### src/hdl/assert_macros.svh
// ----------------------------------------------------------------------------
// Assertion macros
// Shared concurrent assertion forms, each disabled while reset is high.
// ----------------------------------------------------------------------------
`ifndef ASSERT_MACROS_SVH
`define ASSERT_MACROS_SVH

// Condition holds at every clock edge
`define ASSERT_ALWAYS(label, clk, rst, cond, msg) \
   label: assert property (@(posedge clk) disable iff (rst) (cond)) else $error(msg);

// Consequent holds in the same cycle as the antecedent
`define ASSERT_IMPLY(label, clk, rst, ante, cons, msg) \
   label: assert property (@(posedge clk) disable iff (rst) (ante) |-> (cons)) else $error(msg);

// Consequent holds in the cycle after the antecedent
`define ASSERT_NEXT(label, clk, rst, ante, cons, msg) \
   label: assert property (@(posedge clk) disable iff (rst) (ante) |=> (cons)) else $error(msg);

`endif

### src/hdl/tnh_pkg.sv
// ----------------------------------------------------------------------------
// tnh_pkg
// Constants and types shared by the tag name histogram unit.
// ----------------------------------------------------------------------------
package tnh_pkg;

   // Default sizing
   localparam int TABLE_DEPTH_DEF = 32;
   localparam int MAX_NAME_DEF    = 16;
   localparam int COUNT_BITS_DEF  = 16;

   // Fixed field widths of the channels
   localparam int CH_W        = 8;
   localparam int SLOT_W      = 5;
   localparam int COUNT_OUT_W = 16;

   // Character codes
   localparam logic [CH_W-1:0] CH_NUL   = 8'h00;
   localparam logic [CH_W-1:0] CH_NL    = 8'h0A;
   localparam logic [CH_W-1:0] CH_SPACE = 8'h20;
   localparam logic [CH_W-1:0] CH_SLASH = 8'h2F;
   localparam logic [CH_W-1:0] CH_LT    = 8'h3C;
   localparam logic [CH_W-1:0] CH_GT    = 8'h3E;

   // Lookup request from the parser to the table
   typedef struct packed {
      logic start;
      logic cut;
   } launch_type;

endpackage

### src/hdl/tnh_parser.sv
// ----------------------------------------------------------------------------
// tnh_parser
// Character parser: tracks tag openings and collects the current tag name.
// ----------------------------------------------------------------------------
`include "assert_macros.svh"

module tnh_parser #(
   parameter int MAX_NAME = tnh_pkg::MAX_NAME_DEF,
   localparam int LEN_W   = $clog2(MAX_NAME + 1),
   localparam int NAME_W  = MAX_NAME * 8
) (
   input  logic                     clock,
   input  logic                     reset,
   input  logic                     accept,
   input  logic [tnh_pkg::CH_W-1:0] ch,
   input  logic                     last_char,
   output tnh_pkg::launch_type      launch,
   output logic [NAME_W-1:0]        name_out,
   output logic [LEN_W-1:0]         len_out
);

   localparam logic [1:0] MODE_OUTSIDE = 2'd0;
   localparam logic [1:0] MODE_OPENED  = 2'd1;
   localparam logic [1:0] MODE_NAME    = 2'd2;

   logic [1:0]        mode_ff, mode_in;
   logic              ended_ff, ended_in;
   logic [NAME_W-1:0] name_ff, name_in;
   logic [LEN_W-1:0]  len_ff, len_in;
   logic              ovf_ff, ovf_in;
   logic              is_term;
   logic              start;

   assign is_term = (ch == tnh_pkg::CH_GT) || (ch == tnh_pkg::CH_SPACE) ||
                    (ch == tnh_pkg::CH_NL) || (ch == tnh_pkg::CH_LT);

   always_comb begin
      mode_in  = mode_ff;
      ended_in = ended_ff;
      name_in  = name_ff;
      len_in   = len_ff;
      ovf_in   = ovf_ff;
      start    = 1'b0;
      if (accept) begin
         if (!ended_ff) begin
            if (ch == tnh_pkg::CH_NUL) begin
               // drop any unfinished name and ignore the rest of the buffer
               ended_in = 1'b1;
               mode_in  = MODE_OUTSIDE;
               len_in   = '0;
               ovf_in   = 1'b0;
            end else if (mode_ff == MODE_OUTSIDE) begin
               if (ch == tnh_pkg::CH_LT) begin
                  mode_in = MODE_OPENED;
                  len_in  = '0;
                  ovf_in  = 1'b0;
               end
            end else if ((mode_ff == MODE_OPENED) && (ch == tnh_pkg::CH_SLASH)) begin
               mode_in = MODE_OUTSIDE;
            end else if (is_term) begin
               start   = (len_ff != '0);
               len_in  = '0;
               ovf_in  = 1'b0;
               mode_in = (ch == tnh_pkg::CH_LT) ? MODE_OPENED : MODE_OUTSIDE;
            end else begin
               mode_in = MODE_NAME;
               if (len_ff < LEN_W'(MAX_NAME)) begin
                  for (int j = 0; j < MAX_NAME; j++) begin
                     if (LEN_W'(j) == len_ff) begin
                        name_in[j*8 +: 8] = ch;
                     end
                  end
                  len_in = len_ff + LEN_W'(1);
               end else begin
                  ovf_in = 1'b1;
               end
            end
         end
         if (last_char) begin
            mode_in  = MODE_OUTSIDE;
            ended_in = 1'b0;
            len_in   = '0;
            ovf_in   = 1'b0;
         end
      end
   end

   always_ff @(posedge clock) begin
      if (reset) begin
         mode_ff  <= MODE_OUTSIDE;
         ended_ff <= 1'b0;
         len_ff   <= '0;
         ovf_ff   <= 1'b0;
      end else begin
         mode_ff  <= mode_in;
         ended_ff <= ended_in;
         len_ff   <= len_in;
         ovf_ff   <= ovf_in;
      end
   end

   always_ff @(posedge clock) begin
      name_ff <= name_in;
   end

   assign launch.start = start;
   assign launch.cut   = ovf_ff;
   assign name_out     = name_ff;
   assign len_out      = len_ff;

   `ASSERT_ALWAYS(a_len_bound, clock, reset, len_ff <= LEN_W'(MAX_NAME), "name length beyond max")
   `ASSERT_IMPLY(a_ovf_full, clock, reset, ovf_ff, len_ff == LEN_W'(MAX_NAME), "overflow with short name")

endmodule

### config.mk
export PLATFORM = sky130hd
export DESIGN_NAME = tnh_parser
export DESIGN_NICKNAME = d
export VERILOG_FILES = /design/src/hdl/tnh_pkg.sv /design/src/hdl/tnh_parser.sv
export VERILOG_INCLUDE_DIRS = /design/src /design/src/hdl
export SDC_FILE = /design/constraint.sdc
export NUM_CORES = 1
export LEC_CHECK = 0
export BUFFER_PORTS_ARGS = -buffer_cell sky130_fd_sc_hd__clkbuf_2
export CORE_MARGIN = 3
export CORE_UTILIZATION = 51
export DETAILED_ROUTE_END_ITERATION = 7
export PLACE_DENSITY = 0.8
export SLEW_MARGIN = 10
export SYNTH_ARGS = -nofsm -noshare
export SYNTH_HDL_FRONTEND = slang
export SYNTH_SLANG_ARGS = --single-unit
### constraint.sdc
create_clock -name clock -period 5.8 [get_ports clock]
set_input_delay 0.29 -clock clock [delete_from_list [all_inputs] [get_ports clock]]
set_output_delay 0.29 -clock clock [all_outputs]
set_load 0.05 [all_outputs]
* Yosys cells after proc, flatten, opt, wreduce, memory -nomap -nowiden *
Cells that the tools add are included.

storage, ports and cells
  word-level logic and storage cells = 113
  register bits after elaboration = 137

cells by class
  mux-type cells = 33
  eq/ne operators = 25
  $lt $le $gt $ge = 1
  reduce and logical (&&, ||, !) cells = 28
  bitwise gates (word level) = 5
  add/subtract/negate cells = 1

operators with widths
  kind                                               count
  AND reduction 8 bit                                16
  == test 4 x 5 -> 1 bit, first input constant       8
  2-to-1 mux 5 bit                                   8
  == test 8 x 6 -> 1 bit, second input constant      4
  == test 3 x 5 -> 1 bit, first input constant       4
  2-to-1 mux 1 bit                                   18
  2-to-1 mux 2 bit                                   7
  == test 2 x 5 -> 1 bit, first input constant       2
  AND reduction 5 bit                                2
  nonzero test 5 bit                                 2
  == test 8 x 4 -> 1 bit, second input constant      1
  logical NOT 8 bit                                  1
  adder 5 x 1 -> 5 bit, second input constant        1
  == test 1 x 5 -> 1 bit, first input constant       1
  logical NOT 5 bit                                  1
  less-than comparator 5 bit, second input constant  1
  != test 5 bit, second input constant               1
  NOT 1 bit                                          5
  != test 4 x 3 -> 1 bit, second input constant      1
  != test 4 bit, second input constant               1
  logical OR 1 bit                                   3
  AND reduction 3 bit                                1
  == test 2 x 1 -> 1 bit, second input constant      1
  logical NOT 2 bit                                  1
  2 further kinds                                    2

* Logic depth before layout (Yosys ltp) *
Gate-level depths: netlist (run 1).

  depth after elaboration = 10
  gate-level depth with buffers = 5
  mapped depth without buffers = 5

* Worst setup path before layout (run 1) *
Ideal clock, no wire load.

  kind = register to register
  start point = register mode_ff[1]
  end point = register name_ff[100], in the netlist name_out[100] (enable)
  required time = 5.523 ns
  arrival time = 2.011 ns
  stages on the path, launching flop included = 6
  slack = 3.512 ns
  path buffers = 0
  setup time = 0.277 ns
  cell sequence = dfxtp_1 > or4b_1 > or4_4 > nor4b_2 > and3_4 > and4_1

between the ends
  word-level cells in the longest chain between the ends = 4
  elaborated cells on any way between the ends = 6
  those cells by class = eq/ne: 1; bitwise: 2; reduce/logical: 3

ends and longest elaborated chain
  element                                   RTL line           source
  start: declaration                        tnh_parser.sv:26   logic [1:0] mode_ff, mode_in;
  start signal: assignment                  tnh_parser.sv:95   mode_ff <= mode_in;
  == test 2 x 1 -> 1 bit                    tnh_parser.sv:58   end else if ((mode_ff == MODE_OPENED) && (ch == tnh_pkg::CH_SLASH)) begin
  logical AND 1 bit                         tnh_parser.sv:58
  NOT 1 bit (no source line)                n/a
  AND reduction 8 bit (no source line) (*)  n/a
  end signal: assignment                    tnh_parser.sv:103  name_ff <= name_in;
  end: declaration                          tnh_parser.sv:28   logic [NAME_W-1:0] name_ff, name_in;

Mark *: on every way between the ends. The rest lies on a longest branch, timed or not.
A chain may end at the register's enable or synchronous reset.

==> results of run 1 <==
## report_power, final
part / internal [mW] / total, mW / switching, mW
Clock: 0.656 / 1.05 / 0.392
Combinational: 0.00601 / 0.0318 / 0.0258
Sequential: 1.08 / 1.08 / 0.0000171
## kinds of logic (layout without fill, tap and decap cells)
group / after synthesis / count (layout) / synth area share, %
AND/OR/NAND/NOR: 60 / 60 / 7.50
flip-flops: 137 / 137 / 85.8
AO/OA/AOI/OAI: 23 / 23 / 4.30
adder cells (fa/ha/maj): 5 / 5 / 1.33
buffers and inverters: 11 / 184 / 1.04
## area by class of cell
cell class	instances	area, um^2
inverters	6	22.5
well taps	108	135
multi-input cells	88	616
clock inverters	14	173
flip-flops and latches	137	4020
clock buffers	18	418
fillers	529	2690
repair buffers	146	731
## stage by stage
| stage | instances | setup slack [ns] |
|---|---|---|
| detailed placement | 485 | 2.62 |
| global route | 517 | 2.90 |
| global placement | 485 | 2.84 |
| finish | 517 | 2.95 |
| floorplan | 236 | 3.51 |
| CTS | 517 | 2.94 |
## worst max-delay path: cells and delay by family, from the launching register on
kind                   cells  cell delay, ns
buffers and inverters      1            0.24
DFF                        1            0.34
and+or+nand+nor            4            1.48
## placed cells by master, fill, tap and decap left out, types with 2 or more instances in the layout
master      Yosys  routed
clkinv_1        1       2
nand4_1         4       4
or3_1           3       3
nor4_1          2       2
clkbuf_2        0     146
o32ai_1         3       3
clkinvlp_4      0       4
bufinv_16       0       3
inv_1           5       5
and3_1          8       8
clkinv_4        0       3
inv_6           0       2
nor3_1          3       3
a21oi_1         3       3
nand2_1         8       8
clkbuf_16       0      16
nand3_1         5       5
dfxtp_1         9       9
a211oi_1        4       4
a31oi_1         3       3
edfxtp_1      128     128
nand2b_1        4       4
ha_1            5       5
nor2_1         12      12
## registers in the layout (all words and copies together), names as in the netlist
| register | count |
|---|---|
| ovf_ff | 1 |
| name_out | 128 |
| ended_ff | 1 |
| mode_ff | 2 |
| len_out | 5 |
## worst paths after layout
kind                                  from      endpoint  slack, ns
worst min register to register  mode_ff[0]    mode_ff[0]       0.49
worst max register to register  mode_ff[1]  name_out[19]       3.14
worst min-delay path                accept      ended_ff       0.03
worst max-delay path            mode_ff[1]     launch[1]       2.95
## metal layers
metal | routed length [um] | vias up
met3 | 731 | 18
met5 | 0 | -
met4 | 178 | 0
met1 | 4080 | 1395
li1 | - | 1259
met2 | 5470 | 163
==> impl_metrics.env, run 1 <==
export IMPL_status="finished, final reports clean"
export IMPL_num_vias=2835
export IMPL_whs_path_depth=2
export IMPL_crit_required_ns=5.51
export IMPL_postPlaceCellArea_um2=5530
export IMPL_fmax_mhz=351
export IMPL_relSlewSlack_pct=26.3
export IMPL_start_util_pct=53.2
export IMPL_setup_viol=0
export IMPL_synth_ff_type="edfxtp_1"
export IMPL_globalplace_congestion=0.854
export IMPL_maxCapViolCount=0
export IMPL_clk_pin_slew_ns=0.06
export IMPL_grt_antenna_before_repair=0
export IMPL_drt_iter0_markers=196
export IMPL_grt_pass1_wl_um=15500
export IMPL_cts_buffer_depth=2
export IMPL_boundaryPins=147
export IMPL_syn_nets=253
export IMPL_slew_viol_final=0
export IMPL_grtUsageMet1_pct=25.8
export IMPL_detail_route_wl_per_cell_um=20.2
export IMPL_arrival_ns=2.56
export IMPL_synth_seq_area_share_pct=85.8
export IMPL_numCtsBuffers=17
export IMPL_area_growth_pct=30.5
export IMPL_syn_inst=236
export IMPL_die_x_um=102
export IMPL_whs_ns=0.0340
export IMPL_cts_sinks=137
export IMPL_synth_edf_count=128
export IMPL_yosys_area_top_type_share_pct=82.0
export IMPL_p_leak_nw=2.33
export IMPL_grt_total_usage_pct=20.8
export IMPL_cts_repair_resized=0
export IMPL_cts_tree="done"
export IMPL_async_flop_share_pct=0
export IMPL_tns_ns=0
export IMPL_end_kind="primary output"
export IMPL_dr_pass1_iters=5
export IMPL_worstMarginPinSlew_ns=1.10
export IMPL_cp_max_fo=6
export IMPL_grt_util_met3_pct=5.87
export IMPL_postRouteAntennaNets=0
export IMPL_p_total_mw=2.16
export IMPL_final_core_util_pct=69.5
export IMPL_hold_violations=0
export IMPL_syn_area_per_cell_um2=19.9
export IMPL_synth_largest_area_cell="edfxtp_1"
export IMPL_final_area_um2=6120
export IMPL_worstPathCellList="or4b_1, or4_4, nor4b_2, and3b_1, clkbuf_2"
export IMPL_die_y_um=102
export IMPL_grt_max_degree=22
export IMPL_power_density_nw_per_um2=353
export IMPL_synth_common_cells="128 x edfxtp_1, 12 x nor2_1, 9 x dfxtp_1, 8 x and3_1, 8 x nand2_1"
export IMPL_min_path_type="primary input to flop"
export IMPL_coreArea_um2=8810
export IMPL_core_rowCount=34
export IMPL_worst_path_max_delay_cell="or4_4"
export IMPL_antenna_diode_count=0
export IMPL_rsz0062_at_grt="no"
export IMPL_viasPerCell=5.48
export IMPL_start_kind="flop"
export IMPL_min_period_ns=2.85
export IMPL_hold_buffers=0
export IMPL_yosysUniqueCellTypes=41
export IMPL_synthTopCellsByArea="edfxtp_1 82%, dfxtp_1 3.8%, ha_1 1.3%"
export IMPL_fin_crit_sh_pct=49.1
export IMPL_cp_slowest_stage_delay_ns=0.53
export IMPL_post_cts_buffers=0
export IMPL_htree_levels=4
export IMPL_grt_busiest_layer="met2"
export IMPL_dieArea_um2=10400
export IMPL_port_buffers=146
export IMPL_ir_drop_mv=0.172
export IMPL_grtUsageMet2_pct=35.2
export IMPL_dp_hpwl_um=7000
export IMPL_ff2ff_path_depth=5
export IMPL_wirelength_um=10500
export IMPL_synth_seq_cells=137
export IMPL_clkLatencyLatePin_ns=0.51
export IMPL_yosysMostFrequentCell="edfxtp_1"
export IMPL_drive_above_1_share_pct=45.7
export IMPL_grt_pass1_vias=2713
export IMPL_synth_area_um2=4690
export IMPL_crit_type="flop to primary output"
export IMPL_root_buffer="clkbuf_8"
export IMPL_yosys_warnings=0
export IMPL_final_nets=413
export IMPL_drc_errors=0
export IMPL_fin_worst_skew_ns=0.00421
export IMPL_overflow=0
Note: power is estimated with default switching activity, not from simulation.
==> inputs of run 2 (changes only) <==
--- a/config.mk
+++ b/config.mk
@@ -8,9 +8,9 @@
 export LEC_CHECK = 0
 export BUFFER_PORTS_ARGS = -buffer_cell sky130_fd_sc_hd__clkbuf_2
 export CORE_MARGIN = 3
-export CORE_UTILIZATION = 51
+export CORE_UTILIZATION = 45
 export DETAILED_ROUTE_END_ITERATION = 7
-export PLACE_DENSITY = 0.8
+export PLACE_DENSITY = 0.75
 export SLEW_MARGIN = 10
 export SYNTH_ARGS = -nofsm -noshare
 export SYNTH_HDL_FRONTEND = slang
==> constraint.sdc (replaced) <==
create_clock -name clock -period 2.5 [get_ports clock]
set_input_delay 0.125 -clock clock [delete_from_list [all_inputs] [get_ports clock]]
set_output_delay 0.125 -clock clock [all_outputs]
set_load 0.05 [all_outputs]
==> impl_metrics.env, run 2 (synthesis results as in run 1) <==
export IMPL_final_nets=444
export IMPL_ff2ff_path_depth=6
export IMPL_dp_cells=531
export IMPL_grt_total_usage_pct=19.5
export IMPL_area_growth_pct=36.2
export IMPL_dp_hpwl_um=7560
export IMPL_ir_drop_mv=0.387
export IMPL_cp_max_fo=4
export IMPL_rr_startpoint="mode_ff[1]"
export IMPL_grt_pass1_wl_um=16200
export IMPL_viasPerCell=5.06
export IMPL_fin_worst_skew_ns=0.00771
export IMPL_cp_depth=7
export IMPL_dieArea_um2=11700
export IMPL_port_buffers=146
export IMPL_coreArea_um2=9950
export IMPL_worstSetupStartpoint="ch[7]"
export IMPL_status="finished, final reports clean"
export IMPL_grt_antenna_before_repair=0
export IMPL_drc_errors=0
export IMPL_overflow=0
export IMPL_cts_tree="done"
export IMPL_start_kind="primary input"
export IMPL_cts_sinks=137
export IMPL_hold_violations=0
export IMPL_core_rowCount=36
export IMPL_fillers=711
export IMPL_cp_slowest_stage_delay_ns=0.54
export IMPL_slew_viol_final=0
export IMPL_setup_viol=0
export IMPL_final_cells=572
export IMPL_arrival_ns=2.34
export IMPL_numCtsBuffers=17
export IMPL_largest_reg_flops=128
export IMPL_num_vias=2895
export IMPL_rsz0062_at_grt="yes"
export IMPL_layout_common_cells="145 x clkbuf_2, 128 x edfxtp_1, 23 x buf_4, 16 x clkbuf_16, 9 x nor2_1"
export IMPL_die_y_um=108
export IMPL_antenna_diode_count=0
export IMPL_root_buffer="clkbuf_8"
export IMPL_p_leak_nw=2.47
export IMPL_end_kind="primary output"
export IMPL_grt_max_degree=17
export IMPL_hold_start="ch[5]"
export IMPL_boundaryPins=147
export IMPL_path_buf_inv=3
export IMPL_fmax_mhz=405
export IMPL_maxCapViolCount=0
export IMPL_crit_type="primary input to primary output"
export IMPL_post_place_ws_ns=0.0351
export IMPL_final_core_util_pct=64.1
export IMPL_whs_path_depth=2
export IMPL_min_path_type="primary input to flop"
export IMPL_detail_route_wl_per_cell_um=19.1
export IMPL_min_period_ns=2.47
export IMPL_cp_top_family="simple AND/OR/NAND/NOR gates"
export IMPL_clkLatencyLatePin_ns=0.52
export IMPL_power_density_nw_per_um2=749
export IMPL_postRouteAntennaNets=0
export IMPL_htree_levels=4
export IMPL_grt_pass1_vias=2832
export IMPL_clk_pin_slew_ns=0.05
export IMPL_globalplace_congestion=0.844
export IMPL_wirelength_um=10900
export IMPL_start_util_pct=47.1
export IMPL_worst_path_max_delay_cell="dlygate4sd3_1"
export IMPL_p_total_mw=4.78
export IMPL_fin_crit_sh_pct=98.7
export IMPL_cts_buffer_depth=2
export IMPL_die_x_um=108
export IMPL_drt_iter0_markers=220
export IMPL_drive_above_1_share_pct=49.7
export IMPL_worstPathCellList="dlygate4sd3_1, clkbuf_2, or4b_4, or4_4, nor4b_4, and3b_2, buf_8"
export IMPL_whs_ns=0.0431
export IMPL_crit_required_ns=2.38
export IMPL_relSlewSlack_pct=56.8
export IMPL_fin_ws_ns=0.0323
export IMPL_worstMarginPinSlew_ns=0.646
export IMPL_dr_pass1_iters=4
export IMPL_mostFrequentLayoutCell="clkbuf_2"
==> run 2: where the power goes <==
part / leakage [nW] / switching, mW / internal (mW)
Combinational: 1.00 / 0.0723 / 0.0344
Sequential: 1.22 / 0.0000320 / 2.50
Clock: 0.248 / 0.877 / 1.29
Total: 2.47 / 0.949 / 3.83
==> run 2: worst paths after layout <==
kind	to	slack (ns)
setup / recovery	launch[1]	0.03
setup reg to reg	name_out[102]	0.11
hold / removal	name_out[69]	0.04
hold reg to reg	ovf_ff	0.57
==> run 2: worst register-to-register path: cells and delay by family (launching register included) <==
| kind | cells | cell delay, ns |
|---|---|---|
| flip-flops | 1 | 0.32 |
| buffers and inverters | 1 | 0.16 |
| AND/OR/NAND/NOR | 5 | 1.62 |
==> run 2: cell type report <==
class | instances | area [um^2] | share of cell area, %
Timing Repair Buffer | 177 | 993 | 15.6
Clock buffer | 17 | 414 | 6.49
Multi-Input combinational cell | 88 | 652 | 10.2
Clock inverter | 14 | 109 | 1.71
Tap cell | 133 | 166 | 2.61
Inverter | 6 | 22.5 | 0.353
Sequential cell | 137 | 4030 | 63.1
==> run 2: repair_timing <==
item | CTS | global route
hold buffers | 8 | 0
endpoints found under the setup margin | 1 | 37
pin swaps | 3 | 3
hold endpoints to repair | 30 | 0
setup buffers | 2 | 1
gates resized for setup | 6 | 8
==> run 2: layer usage <==
metal / routed length (um) / global-route usage [%] / vias up
li1: - / - / 1322
met1: 4540 / 24.8 / 1433
met2: 5400 / 30.7 / 128
met3: 844 / 7.58 / 12
met4: 130 / 7.03 / 0
met5: 0 / 0 / -
==> run 2: through the flow <==
step	setup TNS, ns	instance area (um^2)
2_1_floorplan	0	4690
3_3_place_gp	0	5720
3_5_place_dp	0	5720
4_1_cts	-0.0386	6350
5_1_grt	-0.0247	6380
6_report	0	6380
